`src/design/hbf_pkg.sv`:
```
// Shared types, widths and constants of the height band fog strength block.
`default_nettype none
package hbf_pkg;
  localparam int COORD_W   = 24;
  localparam int RANGE_W   = 23;
  localparam int FOG_W     = 16;
  localparam int MAG_W     = 24;
  localparam int SQ_W      = 2 * MAG_W;
  localparam int SUM_W     = SQ_W + 2;
  localparam int LEN_W     = SUM_W / 2;
  localparam int SQ_REM_W  = LEN_W + 3;
  localparam int NUM_LO_W  = 12;
  localparam int PLO_W     = LEN_W + NUM_LO_W;
  localparam int PHI_W     = LEN_W + MAG_W - NUM_LO_W;
  localparam int PROD_W    = LEN_W + MAG_W;
  localparam int REG_IDX_W = 3;
  localparam int QUEUE_DEPTH = 4;

  localparam logic [FOG_W-1:0]   FULL_STRENGTH     = 16'hFFFF;
  localparam logic [COORD_W-1:0] FOG_CEILING_RESET = 24'd102400;
  localparam logic [RANGE_W-1:0] DEPTH_RANGE_RESET = 23'd896000;
  localparam logic [RANGE_W-1:0] FAR_DIST_RESET    = 23'd5120000;

  typedef enum logic [REG_IDX_W-1:0] {
    REG_CAMERA_X    = 3'd0,
    REG_CAMERA_Y    = 3'd1,
    REG_CAMERA_Z    = 3'd2,
    REG_FOG_FLOOR   = 3'd3,
    REG_FOG_CEILING = 3'd4,
    REG_DEPTH_RANGE = 3'd5,
    REG_FAR_DIST    = 3'd6
  } reg_idx_t;

  typedef struct packed {
    logic [COORD_W-1:0] camera_x;
    logic [COORD_W-1:0] camera_y;
    logic [COORD_W-1:0] camera_z;
    logic [COORD_W-1:0] fog_floor;
    logic [COORD_W-1:0] fog_ceiling;
    logic [RANGE_W-1:0] fog_depth_range;
    logic [RANGE_W-1:0] far_distance;
  } cfg_t;

  typedef struct packed {
    logic [SUM_W-1:0] sum_sq;
    logic [MAG_W-1:0] ay;
    logic [MAG_W-1:0] num;
    logic             same_side;
    logic             ay_zero;
  } mid_item_t;

  typedef struct packed {
    logic empty;
    logic room;
  } mid_stat_t;
endpackage
`default_nettype wire

```
`src/design/hbf_fifo.sv`:
```
// Short item queue between the front and back parts.
`default_nettype none
module hbf_fifo #(
  parameter int DEPTH = hbf_pkg::QUEUE_DEPTH
) (
  input  wire logic               clk,
  input  wire logic               rst,
  input  wire logic               wr,
  input  wire hbf_pkg::mid_item_t wr_item,
  input  wire logic               rd,
  output hbf_pkg::mid_item_t      rd_item,
  output hbf_pkg::mid_stat_t      stat
);
  import hbf_pkg::*;

  localparam int PTR_W = (DEPTH > 1) ? $clog2(DEPTH) : 1;
  localparam int CNT_W = $clog2(DEPTH + 1);

  mid_item_t        mem [DEPTH];
  logic [PTR_W-1:0] wr_ptr, rd_ptr;
  logic [CNT_W-1:0] count;

  always_ff @(posedge clk) begin
    if (wr) mem[wr_ptr] <= wr_item;
  end

  always_ff @(posedge clk) begin
    if (rst) begin
      wr_ptr <= '0;
      rd_ptr <= '0;
      count  <= '0;
    end else begin
      if (wr) wr_ptr <= (wr_ptr == PTR_W'(DEPTH - 1)) ? '0 : wr_ptr + 1'b1;
      if (rd) rd_ptr <= (rd_ptr == PTR_W'(DEPTH - 1)) ? '0 : rd_ptr + 1'b1;
      case ({wr, rd})
        2'b10:   count <= count + 1'b1;
        2'b01:   count <= count - 1'b1;
        default: count <= count;
      endcase
    end
  end

  assign rd_item    = mem[rd_ptr];
  assign stat.empty = (count == '0);
  assign stat.room  = (count < CNT_W'(DEPTH - 1));
endmodule
`default_nettype wire

```
`config.mk`:
```
export PLATFORM = sky130hd
export DESIGN_NAME = hbf_fifo
export DESIGN_NICKNAME = d
export VERILOG_FILES = /design/src/design/hbf_pkg.sv /design/src/design/hbf_fifo.sv
export SDC_FILE = /design/constraint.sdc
export NUM_CORES = 1
export LEC_CHECK = 0
export BUFFER_PORTS_ARGS = -buffer_cell sky130_fd_sc_hd__buf_4
export CAP_MARGIN = 20
export CORE_MARGIN = 4
export CORE_UTILIZATION = 45
export DETAILED_ROUTE_END_ITERATION = 10
export PLACE_DENSITY = 0.66
export SLEW_MARGIN = 10
export SYNTH_ARGS = -nofsm -noshare
export SYNTH_HDL_FRONTEND = slang
export SYNTH_SLANG_ARGS = --single-unit
```
`constraint.sdc`:
```
create_clock -name clk -period 6.5 [get_ports clk]
set_input_delay 0.975 -clock clk [delete_from_list [all_inputs] [get_ports clk]]
set_output_delay 0.975 -clock clk [all_outputs]
set_load 0.02 [all_outputs]
```
======== Word-level counts from Yosys, hierarchy flattened ========
Memory sizes are Yosys's and may differ from the RTL's. A register that Yosys moved wholly into a read port is not among the register bits.
Cells that the tools add are included.
storage, ports and cells
  bits in registers ....................... 7
  bits in writable memories ............... 400
  bits of input ports ..................... 104
  output and inout port bits .............. 102
  word-level logic and storage cells ...... 22
  memories kept ........................... 1
cells by class
  add/subtract/negate cells ............... 4
  $lt $le $gt $ge ......................... 1
  eq/ne operators ......................... 4
  multiplexer cells ....................... 7
  reduce and logical (&&, ||, !) cells .... 2
memories
  name  depth  width  rd ports  clocked after Yosys merged registers in  wr ports  line            RTL
  mem   4      100    1         1                                        1         hbf_fifo.sv:19  mid_item_t mem [DEPTH];
operators by type and width
  cell                 number
  $mux 2               4
  $eq 2x2->1 const B   3
  $pmux 3 s2           1
  $add 2x1->2 const B  2
  $add 3x1->3 const B  1
  $logic_not 3->1      1
  $lt 3x2->1 const B   1
  $sub 3x1->3 const B  1
  $eq 2x1->1 const B   1
  $mux 1               2
  $reduce_bool 2->1    1

======== Depth between registers and ports, before layout ========
  depth after elaboration ................. 4
  depth in mapped cells ................... 7
  mapped depth without buffers ............ 7

======== Worst setup path after synthesis ========
OpenSTA, ideal clock, no wires.
  path kind ............................... input -> register
  from .................................... input port wr
  to ...................................... memory mem[0][0] (netlist bit) (enable)
  setup time .............................. 0.470 ns
  arrival ................................. 3.284 ns
  required time ........................... 6.030 ns
  path slack .............................. 2.746 ns
  stages .................................. 1
  path buffers ............................ 0
  path through ............................ and2_1
on the way
  word-level cells in the longest chain between the ends .. 2
ends and longest elaborated chain
  what                          line            RTL
  from (decl)                   hbf_fifo.sv:8   input wire logic wr,
  $mux 1                        hbf_fifo.sv:24  if (wr) mem[wr_ptr] <= wr_item;
  $mux 1 (implied by the code)  hbf_fifo.sv:24
  to (decl)                     hbf_fifo.sv:19
No other way between the ends.

==> impl_metrics.json <==
{
  "status": "finished clean",
  "routed_wl_um": 27460,
  "drt_iter0_drc": 404,
  "min_period_ns": 3.771,
  "clock_path_buffers": 3,
  "worstPathMaxFanout": 53,
  "cts-buffers-inserted": 42,
  "p_sw_share_pct": 21.38,
  "r2r_slack_ns": 4.03,
  "grt_pass1_wl_um": 42230,
  "ys_seq_area_share_pct": 81.41,
  "fin_setup_tns_ns": 0,
  "ir_worst_vdd_uv": 268.7,
  "fin_hold_ws_ns": 0.5298,
  "ctsResizeCount": 0,
  "numPortBuffers": 205,
  "vias": 6657,
  "core-area_mm2": 0.03270,
  "grt_use_total_pct": 15.11,
  "ant_nets": 0,
  "hp-class": "reg -> reg",
  "max_freq_ghz": 0.2652,
  "finalCritPeriodShare_pct": 58.02,
  "fin_nets": 914,
  "syn_nets": 681,
  "initial_core_util_pct": 45.80,
  "clk_pin_slew_ns": 0.06,
  "synth-seq-cells": 409,
  "n_antenna_cell": 0,
  "ys_types": 19,
  "setup_viol_count_final": 0,
  "cap_violations": 0,
  "grt_pass1_vias": 7313,
  "maxSlewViolCount": 0,
  "antenna_found_initial": 1,
  "cts.sinks": 409,
  "synthTopCellsByArea": "edfxtp_1 80%, mux4_2 15%, buf_12 1.3%",
  "crit_path_end_kind": "primary output",
  "fp-row-count": 66,
  "grt_max_degree": 101,
  "worst_r2r_path_depth": 4,
  "path_class": "reg -> out",
  "drive_gt1_share_pct": 44.55,
  "worstReg2RegStart": "wr_ptr[0]$_SDFFE_PP0P_",
  "worstSetupStartpointType": "flop",
  "cp.arrival_ns": 2.80,
  "synthCells": 570,
  "p_clk_share_pct": 38.1,
  "worst_skew_pair.late_latency_ns": 0.52,
  "cts_tree": "yes",
  "areaGrowthSynthToFinish_pct": 21.37,
  "fp.dieW_um": 190.4,
  "p_sw_w": 0.001253,
  "p_seq_share_pct": 51.9,
  "chipHeight_um": 190.4,
  "routabilityCongestion": 0.6988,
  "p_comb_share_pct": 10.0,
  "required_ns": 5.52,
  "pin_count": 206,
  "worst-slew-pin-transition_ns": 1.041,
  "crit_end": "rd_item[59]",
  "syn_avg_cell_area_um2": 26.27,
  "drc": 0,
  "routedWlPerCell_um": 21.50,
  "hold_buffers": 0,
  "grt_remaining_overflow": 0,
  "ys.warnings.count": 0,
  "fin_skew_ns": 0.01550,
  "rsz0062_at_grt": "false",
  "synth_top_cell_by_area": "edfxtp_1",
  "hold_viol": 0,
  "leakagePower_nw": 6.081,
  "syn-cell-area_mm2": 0.01498,
  "cts_setup_buffers": 0,
  "dpl.hpwl_um": 16340,
  "relSlewSlack_pct": 30.63,
  "htree_levels": 2,
  "dr.pass1.iters": 4,
  "dieArea_mm2": 0.03626,
  "synth_top_area_share_pct": 80.21,
  "avgViaCountPerCell": 5.213,
  "root_buffer": "clkbuf_16",
  "p_int_w": 0.004608,
  "p_per_area_mw_per_mm2": 322.5,
  "reg2reg_to": "mem[2][35]$_DFFE_PP_"
}
-- critical path, stage by stage, from the launching register on --
cell and delay (ns):
dfxtp_4 0.90, buf_4 0.70, mux4_2 0.45, buf_4 0.18
-- layout by cell type (no fill, tap or decap) --
cell	netlist	routed
mux2i_1	2	2
clkinv_1	0	11
or3_1	1	1
clkinv_2	0	6
inv_6	0	1
nor2_1	7	7
clkbuf_1	0	10
dfxtp_4	0	2
fa_1	1	1
buf_12	10	1
clkinvlp_4	0	2
edfxtp_1	400	400
mux4_2	100	100
clkbuf_16	0	43
xor2_1	2	2
nor3_1	1	1
inv_1	7	7
o21ai_0	1	1
buf_4	0	210
and2_4	0	4
bufinv_16	0	3
dfxtp_1	9	7
nor3b_1	2	2
a21oi_1	5	5
ha_1	6	6
-- cell families (layout without fill, tap and decap cells) --
kind of cell | count (synthesis) | after routing | synth area share [%]
flops | 409 | 409 | 81.41
compound gates | 6 | 6 | 0.2005
fa+ha+maj | 7 | 7 | 0.6350
xor+xnor | 2 | 2 | 0.1170
simple gates | 15 | 15 | 0.5180
mux | 102 | 102 | 15.17
buf+inv | 29 | 294 | 1.947
-- flip-flops by register name, indices dropped and copies added, names as in the netlist, named ones only --
register / cells
rd_ptr: 2
mem: 400
wr_ptr: 2
count: 3
-- power groups by stage --
stage / Clock [W] / Combinational (W) / Sequential [W]
after global placement: 0 / 0.000585 / 0.00309
after CTS: 0.00230 / 0.000599 / 0.00305
final: 0.00223 / 0.000583 / 0.00304
after floorplan: 0 / 0.000353 / 0.00309
after global routing: 0.00243 / 0.000626 / 0.00305
after detailed placement: 0 / 0.000597 / 0.00310
-- layout make-up --
| type | count | area, um^2 |
|---|---|---|
| multi-input combinational | 132 | 2502 |
| inverter | 7 | 26.28 |
| clock inverter | 23 | 185.2 |
| sequential | 409 | 12200 |
| clock buffer | 53 | 1114 |
| tap | 442 | 553.0 |
| fill | 2462 | 14530 |
| timing repair buffer | 211 | 1597 |
-- synthesized netlist by cell type --
library cell	number
buf_6	1
or3_1	1
nor3_1	1
mux4_2	100
edfxtp_1	400
ha_1	6
and2_1	4
nor3b_1	2
mux2i_1	2
o21ai_0	1
xor2_1	2
nor2_1	7
dfxtp_1	9
fa_1	1
inv_1	7
buf_1	1
a21oi_1	5
buf_12	10
buf_2	10
-- worst min path at each step --
stage                          startpoint                    end  slack [ns]  depth (start not counted)
floorplan           count[2]$_SDFFE_PP0P_  count[2]$_SDFFE_PP0P_        0.46                          2
global placement    count[2]$_SDFFE_PP0P_  count[2]$_SDFFE_PP0P_        0.48                          2
detailed placement  count[2]$_SDFFE_PP0P_  count[2]$_SDFFE_PP0P_        0.52                          2
CTS                 count[2]$_SDFFE_PP0P_  count[2]$_SDFFE_PP0P_        0.53                          2
global route        count[2]$_SDFFE_PP0P_  count[2]$_SDFFE_PP0P_        0.57                          2
finish              count[2]$_SDFFE_PP0P_  count[2]$_SDFFE_PP0P_        0.53                          2
-- through the flow --
| step | setup WS [ns] | util (%) | total power, W | instance area, um^2 | std cells |
|---|---|---|---|---|---|
| final | 2.729 | 55.58 | 0.005861 | 18180 | 1277 |
| after floorplan | 2.746 | - | 0.003442 | 14980 | 570 |
| after global routing | 2.582 | 55.58 | 0.006104 | 18180 | 1277 |
| after CTS | 2.652 | 55.58 | 0.005943 | 18180 | 1277 |
| after detailed placement | 3.216 | 51.61 | 0.003698 | 16880 | 1201 |
| after global placement | 3.259 | 51.61 | 0.003678 | 16880 | 1201 |
-- layer usage --
| metal | wire [um] | global-route usage [%] | part of all wire [%] | up-vias |
|---|---|---|---|---|
| li1 | - | - | - | 2913 |
| met1 | 10930 | 19.32 | 40 | 3518 |
| met2 | 14220 | 25.97 | 52 | 183 |
| met3 | 1785 | 4.083 | 6.5 | 41 |
| met4 | 512 | 3.840 | 1.9 | 2 |
| met5 | 13 | 0 | 0.047 | - |
(Power assumes the default switching activity.)
