--- src/design/hbf_pkg.sv ---
// Shared types, widths and constants of the height band fog strength block.
`default_nettype none
package hbf_pkg;
  localparam int COORD_W   = 24;
  localparam int RANGE_W   = 23;
  localparam int FOG_W     = 16;
  localparam int MAG_W     = 24;
  localparam int SQ_W      = 2 * MAG_W;
  localparam int SUM_W     = SQ_W + 2;
  localparam int LEN_W     = SUM_W / 2;
  localparam int SQ_REM_W  = LEN_W + 3;
  localparam int NUM_LO_W  = 12;
  localparam int PLO_W     = LEN_W + NUM_LO_W;
  localparam int PHI_W     = LEN_W + MAG_W - NUM_LO_W;
  localparam int PROD_W    = LEN_W + MAG_W;
  localparam int REG_IDX_W = 3;
  localparam int QUEUE_DEPTH = 4;

  localparam logic [FOG_W-1:0]   FULL_STRENGTH     = 16'hFFFF;
  localparam logic [COORD_W-1:0] FOG_CEILING_RESET = 24'd102400;
  localparam logic [RANGE_W-1:0] DEPTH_RANGE_RESET = 23'd896000;
  localparam logic [RANGE_W-1:0] FAR_DIST_RESET    = 23'd5120000;

  typedef enum logic [REG_IDX_W-1:0] {
    REG_CAMERA_X    = 3'd0,
    REG_CAMERA_Y    = 3'd1,
    REG_CAMERA_Z    = 3'd2,
    REG_FOG_FLOOR   = 3'd3,
    REG_FOG_CEILING = 3'd4,
    REG_DEPTH_RANGE = 3'd5,
    REG_FAR_DIST    = 3'd6
  } reg_idx_t;

  typedef struct packed {
    logic [COORD_W-1:0] camera_x;
    logic [COORD_W-1:0] camera_y;
    logic [COORD_W-1:0] camera_z;
    logic [COORD_W-1:0] fog_floor;
    logic [COORD_W-1:0] fog_ceiling;
    logic [RANGE_W-1:0] fog_depth_range;
    logic [RANGE_W-1:0] far_distance;
  } cfg_t;

  typedef struct packed {
    logic [SUM_W-1:0] sum_sq;
    logic [MAG_W-1:0] ay;
    logic [MAG_W-1:0] num;
    logic             same_side;
    logic             ay_zero;
  } mid_item_t;

  typedef struct packed {
    logic empty;
    logic room;
  } mid_stat_t;
endpackage
`default_nettype wire

--- src/design/hbf_front.sv ---
// Front part: deltas, slab classification, clipped height span and squares.
`default_nettype none
module hbf_front (
  input  wire logic                        clk,
  input  wire logic                        rst,
  input  wire logic                        en,
  input  wire logic                        accept,
  input  wire logic [hbf_pkg::COORD_W-1:0] point_x,
  input  wire logic [hbf_pkg::COORD_W-1:0] point_y,
  input  wire logic [hbf_pkg::COORD_W-1:0] point_z,
  input  wire hbf_pkg::cfg_t               cfg,
  output logic                             out_valid,
  output hbf_pkg::mid_item_t               out_item
);
  import hbf_pkg::*;

  function automatic logic [MAG_W-1:0] mag(input logic signed [COORD_W:0] d);
    logic signed [COORD_W:0] n;
    n = d[COORD_W] ? -d : d;
    return n[MAG_W-1:0];
  endfunction

  function automatic logic signed [COORD_W-1:0] clip(input logic signed [COORD_W-1:0] y,
      input logic signed [COORD_W-1:0] lo, input logic signed [COORD_W-1:0] hi);
    logic signed [COORD_W-1:0] r;
    if (y > hi) r = hi;
    else if (y < lo) r = lo;
    else r = y;
    return r;
  endfunction

  logic signed [COORD_W-1:0] py, cy, lo, hi, cp, cc;
  logic signed [COORD_W:0]   dx, dy, dz, dcl;
  logic [MAG_W-1:0]          ax_c, ay_c, az_c, ncl, num_c;
  logic                      same_c;

  always_comb begin
    py = $signed(point_y);
    cy = $signed(cfg.camera_y);
    lo = $signed(cfg.fog_floor);
    hi = $signed(cfg.fog_ceiling);
    dx = $signed({point_x[COORD_W-1], point_x}) - $signed({cfg.camera_x[COORD_W-1], cfg.camera_x});
    dy = $signed({point_y[COORD_W-1], point_y}) - $signed({cfg.camera_y[COORD_W-1], cfg.camera_y});
    dz = $signed({point_z[COORD_W-1], point_z}) - $signed({cfg.camera_z[COORD_W-1], cfg.camera_z});
    ax_c = mag(dx);
    ay_c = mag(dy);
    az_c = mag(dz);
    same_c = (cy < lo && py < lo) || (cy > hi && py > hi);
    cp = clip(py, lo, hi);
    cc = clip(cy, lo, hi);
    dcl = $signed({cp[COORD_W-1], cp}) - $signed({cc[COORD_W-1], cc});
    ncl = mag(dcl);
    num_c = (ncl > ay_c) ? ay_c : ncl;
  end

  logic             v1, v2, v3;
  logic [MAG_W-1:0] ax1, ay1, az1, num1, ay2, num2;
  logic             same1, ayz1, same2, ayz2;
  logic [SQ_W-1:0]  sqx, sqy, sqz;
  mid_item_t        item3;

  always_ff @(posedge clk) begin
    if (rst) begin
      v1 <= 1'b0;
      v2 <= 1'b0;
      v3 <= 1'b0;
    end else if (en) begin
      v1 <= accept;
      v2 <= v1;
      v3 <= v2;
    end
  end

  always_ff @(posedge clk) begin
    if (en) begin
      ax1   <= ax_c;
      ay1   <= ay_c;
      az1   <= az_c;
      num1  <= num_c;
      same1 <= same_c;
      ayz1  <= (ay_c == '0);
      sqx   <= SQ_W'(ax1) * SQ_W'(ax1);
      sqy   <= SQ_W'(ay1) * SQ_W'(ay1);
      sqz   <= SQ_W'(az1) * SQ_W'(az1);
      ay2   <= ay1;
      num2  <= num1;
      same2 <= same1;
      ayz2  <= ayz1;
      item3.sum_sq    <= SUM_W'(sqx) + SUM_W'(sqy) + SUM_W'(sqz);
      item3.ay        <= ay2;
      item3.num       <= num2;
      item3.same_side <= same2;
      item3.ay_zero   <= ayz2;
    end
  end

  assign out_valid = v3;
  assign out_item  = item3;
endmodule
`default_nettype wire

--- config.mk ---
export PLATFORM = sky130hd
export DESIGN_NAME = hbf_front
export DESIGN_NICKNAME = d
export VERILOG_FILES = /design/src/design/hbf_pkg.sv /design/src/design/hbf_front.sv
export SDC_FILE = /design/constraint.sdc
export NUM_CORES = 2
export LEC_CHECK = 0
export ABC_CLOCK_PERIOD_IN_PS = 11800
export BUFFER_PORTS_ARGS = -buffer_cell sky130_fd_sc_hd__buf_2
export CAP_MARGIN = 20
export CORE_MARGIN = 2
export CORE_UTILIZATION = 40
export DETAILED_ROUTE_END_ITERATION = 12
export PLACE_DENSITY = 0.57
export SETUP_SLACK_MARGIN = 0.4
export SLEW_MARGIN = 15
export SYNTH_ARGS = -nofsm -noshare
export SYNTH_HDL_FRONTEND = slang
export SYNTH_SLANG_ARGS = --single-unit
--- constraint.sdc ---
create_clock -name clk -period 11.8 [get_ports clk]
set_input_delay 2.36 -clock clk [delete_from_list [all_inputs] [get_ports clk]]
set_output_delay 2.36 -clock clk [all_outputs]
set_load 0.01 [all_outputs]
# ---- Word-level counts from Yosys, hierarchy flattened
# Index checks and enable logic that the tools add are counted.
dict set report word_totals {
  reg_bits 395
  elab_cells 52
  inputBits 242
}
dict set report classes {
  reduce_logical 4
  n_mul 3
  n_addsub 10
  n_lt_le_gt_ge 5
  n_mux 9
}
# op n
set ops {}
lappend ops {{24-bit 2-to-1 mux} 9}
lappend ops {{24-bit by 24-bit multiplier with 48-bit output} 3}
lappend ops {{24-bit by 24-bit subtractor with 25-bit output} 4}
lappend ops {{24-bit negator} 4}
lappend ops {{24-bit > comparator} 3}
lappend ops {{49-bit by 48-bit adder with 50-bit output} 1}
lappend ops {{48-bit by 48-bit adder with 49-bit output} 1}
lappend ops {{24-bit < comparator} 2}
lappend ops {{24-bit zero test} 1}
lappend ops {{1-bit logical AND} 2}
lappend ops {{1-bit logical OR} 1}

# ---- Depth between registers and ports, before layout
dict set report logic_depth {
  word_depth 8
  mapped_depth 43
  mapped_depth_nobuf 41
}

# ---- Worst setup path after synthesis
# Ideal clock, no wire load.
dict set report synth_timing {
  kind {in2reg}
  startpoint {input port cfg[63] in the netlist's numbering}
  endpoint {register num1[10] (data pin)}
  t_arrival_ps 9908
  path_slack_ps 1633
  t_required_ps 11540
  stages 38
  path_buffers 4
  cell_sequence {inv_1 ha_1 a21o_1 a21o_1 a21oi_1 nor2b_1 o21ai_0 nand2b_1 a2111oi_0 nand3_1 o211ai_1 clkbuf_1 mux2i_1 ha_1 buf_2 a21oi_2 o2111ai_1 a21oi_1 [2 not listed] a221oi_1 a21oi_1 o31ai_1 buf_2 o21ai_0 ha_1 nor2b_1 o21a_1 o21a_1 o21ai_0 nand2b_1 a21oi_1 o221ai_1 a21oi_1 nand2_1 o21ai_0 clkbuf_1 mux2_2}
}
dict set report synth_between {
  elab_chain_cells 7
}
# element line_no
set synth_lines {}
lappend synth_lines {{from (decl)} hbf_front.sv:11} ;# input wire hbf_pkg::cfg_t cfg,
lappend synth_lines {{24-bit > comparator} hbf_front.sv:26} ;# if (y > hi) r = hi;
lappend synth_lines {{24-bit 2-to-1 mux} hbf_front.sv:26}
lappend synth_lines {{24-bit by 24-bit subtractor with 25-bit output (*)} hbf_front.sv:51} ;# dcl = $signed({cp[COORD_W-1], cp}) - $signed({cc[COORD_W-1], cc});
lappend synth_lines {{24-bit negator} hbf_front.sv:19} ;# n = d[COORD_W] ? -d : d;
lappend synth_lines {{24-bit 2-to-1 mux (*)} hbf_front.sv:19}
lappend synth_lines {{24-bit > comparator} hbf_front.sv:53} ;# num_c = (ncl > ay_c) ? ay_c : ncl;
lappend synth_lines {{24-bit 2-to-1 mux (*)} hbf_front.sv:53}
lappend synth_lines {{named net num_c[10]} hbf_front.sv:34} ;# logic [MAG_W-1:0] ax_c, ay_c, az_c, ncl, num_c;
lappend synth_lines {{to (signal assigned)} hbf_front.sv:79} ;# num1 <= num_c;
lappend synth_lines {{to (decl)} hbf_front.sv:57} ;# logic [MAG_W-1:0] ax1, ay1, az1, num1, ay2, num2;
# Mark *: on every way through the listed nets, which the timed path passes. The rest lies on a longest branch.
# A chain may end at the register's enable or synchronous reset.

# ---- Worst setup path in the final report
dict set report layout_timing {
  startpoint {input port point_y[1] in the netlist's numbering}
  endpoint {register num1[12] (data pin)}
}
dict set report layout_between {
  elab_chain_cells 8
}
# element line_no
set layout_lines {}
lappend layout_lines {{from (decl)} hbf_front.sv:9} ;# input wire logic [hbf_pkg::COORD_W-1:0] point_y,
lappend layout_lines {{24-bit < comparator} hbf_front.sv:27} ;# else if (y < lo) r = lo;
lappend layout_lines {{24-bit 2-to-1 mux} hbf_front.sv:27}
lappend layout_lines {{24-bit 2-to-1 mux} hbf_front.sv:26}
lappend layout_lines {{24-bit by 24-bit subtractor with 25-bit output} hbf_front.sv:51}
lappend layout_lines {{24-bit negator} hbf_front.sv:19}
lappend layout_lines {{24-bit 2-to-1 mux} hbf_front.sv:19}
lappend layout_lines {{24-bit > comparator} hbf_front.sv:53}
lappend layout_lines {{24-bit 2-to-1 mux (*)} hbf_front.sv:53}
lappend layout_lines {{named net num_c[12]} hbf_front.sv:34}
# Marks and branches as above.

==> summary.md <==
| Metric | Value |
|---|---|
| DR vias | 50900 |
| Endpoints failing hold | 0 |
| P&R area growth vs syn | 8.57% |
| YS warnings | 0 |
| Synth area leader | fa_1 |
| GRT overflow | 0 |
| Finish-stage setup viols | 0 |
| Worst Path Max Fanout | 13 |
| Register area | 11700 um^2 |
| Clock Sink Count | 391 |
| Max-Cap Viols | 0 |
| Initial antenna violation count | 7 |
| Final ANT Viol Nets | 0 |
| Rows | 157 |
| DRT Wirelength | 184000 um |
| Root buffer cell | clkbuf_16 |
| Drt via density | 4.98 |
| Initial drt markers | 2720 |
| Syn Inst Count | 7467 |
| Status | finished clean |
| IO Pins | 343 |
| Top FF cell, synth | edfxtp_1 |
| Least-Margin Pin Slew | 1.11 ns |
| Library cells used by synthesis | 98 |
| Wire per inst | 18.0 um |
| Setup TNS | 0 ns |
| CP delay by family, top | compound AO/OA/AOI/OAI gates |
| Fmax | 0.0964 GHz |
| Detailed Routing Iterations Pass 1 | 5 |
| Clk Latency, worst-skew pair | 0.68 ns |
| Bufs on Longest Clock Path | 3 |
| CP Data Required Time | 12.20 ns |
| Multi-input gate area | 55100 um^2 |
| Layout cells sized above 1 | 0.0710 |
| Horiz. Die Dim | 434 um |
| Gp weighted congestion | 0.895 |
| Die Y | 434 um |
| Mapped Area | 74100 um^2 |
| Post-CTS Setup Inserts | 0 |
| Yosys reg bits | 391 |
| Area share of the largest cell type after synthesis | 0.356 |
| Starting Density | 0.404 |
| Setup crit end kind | flip-flop |
| Final HPWL DP | 152000 um |
| Vias in the first global route | 54800 |
| Overall routing resource usage | 0.201 |
| Sequential area share after synthesis | 0.158 |
| Area contributors post-synth | fa_1, edfxtp_1, ha_1 |
| Slew Limit Headroom | 0.258 |
| Slowest stage cell, crit path | fa_1 |
| Async SR Flop Fraction | 0 |
| Critical path startpoint category | input port |
| Post-CTS sizing | 0 |
| Critical Path AT | 10.78 ns |
| Post-synth EDFFs | 388 |
| Fill cell count | 17900 |
| Worst hold path type | reg -> reg |
| Area of the core | 183000 um^2 |
| CTS tree | yes |
| TritonCTS buffer count | 50 |
| Slew Viols, Final | 0 |
| Pin count of the biggest net entering global routing | 110 |
| Die area | 189000 um^2 |
| Layout Skew | 0.0363 ns |
| Fin nets | 10100 |
| Kind of critical path | in -> reg |
| Global-route wire length before repair | 299000 um |
| Largest stage delay, worst path | 0.47 ns |
| Drt drc | 0 |
| Clk slew on worst S/H paths | 0.07 ns |
| Post-layout minimum cycle time | 10.37 ns |
| Final Cycle Share | 0.879 |
| Post-CTS Hold Fix Bufs | 0 |
| H-tree Lvls | 2 |
| Buf/Inv on CP | 4 |
| RSZ-0062 raised after global routing | no |
| I/O Buffers | 296 |
| Mean Syn Cell Area | 9.92 um^2 |
==> synthesized netlist by cell type, types with 69 or more instances <==
master	n
inv_1	1740
fa_1	1318
ha_1	797
and2_1	465
nand2_1	458
edfxtp_1	388
a21oi_1	276
nor2_1	273
xnor2_1	228
clkbuf_1	188
o21ai_0	167
a21o_1	148
xor2_1	121
mux2i_1	100
nand3_1	73
nand2b_1	69
==> metal layers <==
| metal | part of all wire | GRT usage | wire, um | up-vias |
|---|---|---|---|---|
| li1 | - | - | - | 24100 |
| met1 | 0.45 | 0.278 | 83200 | 25600 |
| met2 | 0.48 | 0.338 | 88700 | 1010 |
| met3 | 0.045 | 0.0235 | 8270 | 194 |
| met4 | 0.021 | 0.0423 | 3820 | 0 |
| met5 | 0 | 0 | 0 | - |
==> cell families (layout without fill, tap and decap cells) <==
kind of cell | count (synthesis) | after routing | share of synthesized area
buffers and inverters | 1936 | 2213 | 0.0983
and+or+nand+nor | 1624 | 1624 | 0.112
adders and majority gates | 2115 | 2115 | 0.491
AOI/OAI and AO/OA | 926 | 926 | 0.0820
muxes | 125 | 125 | 0.0173
DFF | 391 | 391 | 0.158
other | 1 | 7 | 0.0000506
xor gates and xnor gates | 349 | 349 | 0.0413
==> registers in the layout, indices dropped and copies added, names as in the netlist <==
signal,count
num2,24
sqz,47
ayz1,1
num1,24
sqx,47
out_valid,1
ax1,24
same2,1
ay2,24
same1,1
az1,24
v2,1
ay1,24
v1,1
sqy,46
ayz2,1
out_item,100
==> through the flow <==
step / cells / cell area [um^2] / utilization / setup WS [ns] / hold slack [ns]
after floorplan: 7469 / 74100 / - / 1.63 / 0.400
after global placement: 10100 / 78500 / 0.428 / 0.698 / 0.401
after detailed placement: 10100 / 78600 / 0.428 / 0.761 / 0.405
after CTS: 10200 / 80400 / 0.438 / 1.45 / 0.415
after global routing: 10200 / 80400 / 0.438 / 0.837 / 0.426
final: 10200 / 80400 / 0.438 / 1.43 / 0.414
==> worst reg2reg max path: cells and delay by family, from the launching register on <==
kind / cells / cell delay, ns
compound gates: 10 / 3.02
xor+xnor: 2 / 0.40
fa+ha+maj: 8 / 3.57
buf+inv: 3 / 0.40
flops: 1 / 1.06
simple gates: 2 / 0.35
==> area by class of cell <==
class | count | area share
antenna | 4 | 0.000124
clock buffer | 55 | 0.0158
clock inverter | 37 | 0.00633
inverter | 1741 | 0.0813
multi-input combinational | 5142 | 0.685
sequential | 391 | 0.146
tap | 2464 | 0.0383
timing repair buffer | 380 | 0.0271
==> placed cells by master (no fill, tap or decap), types with 10 or more instances in the layout <==
cell,Yosys,layout
or3_1,17,17
nor2_1,273,273
a221oi_1,11,11
fa_1,1318,1318
edfxtp_1,388,388
clkbuf_16,0,50
nor2b_1,62,62
o211ai_1,16,16
mux2i_1,100,100
a31oi_1,25,25
nand2_1,458,458
o21bai_1,33,33
o31ai_1,21,21
nand2b_1,69,69
o21a_1,49,49
nor3_1,57,57
o31a_1,16,16
xnor2_1,228,228
a21oi_1,276,275
a211oi_1,29,29
o21ai_1,14,14
buf_4,0,76
nand4_1,46,46
o21ai_0,167,166
or2_2,20,20
and2_1,465,465
nand3_1,73,73
buf_2,5,296
xor2_1,121,121
a21o_1,148,148
mux2_2,24,24
and3_1,31,31
nor4_1,10,10
inv_1,1740,1740
ha_1,797,797
==> final timing paths <==
check                    start                endpoint  slack [ns]  cells past startpoint
min          ay2[18]$_DFFE_PP_  out_item[44]$_DFFE_PP_        0.41                      0
max reg2reg  ax1[11]$_DFFE_PP_       sqx[47]$_DFFE_PP_        2.76                     25
max                 point_y[1]      num1[12]$_DFFE_PP_        1.43                     40
min reg2reg  ay2[18]$_DFFE_PP_  out_item[44]$_DFFE_PP_        0.41                      0
Power is left out: the tool's default activity adds up to more than one toggle a clock period on the data nets, which glitch-free logic cannot reach.
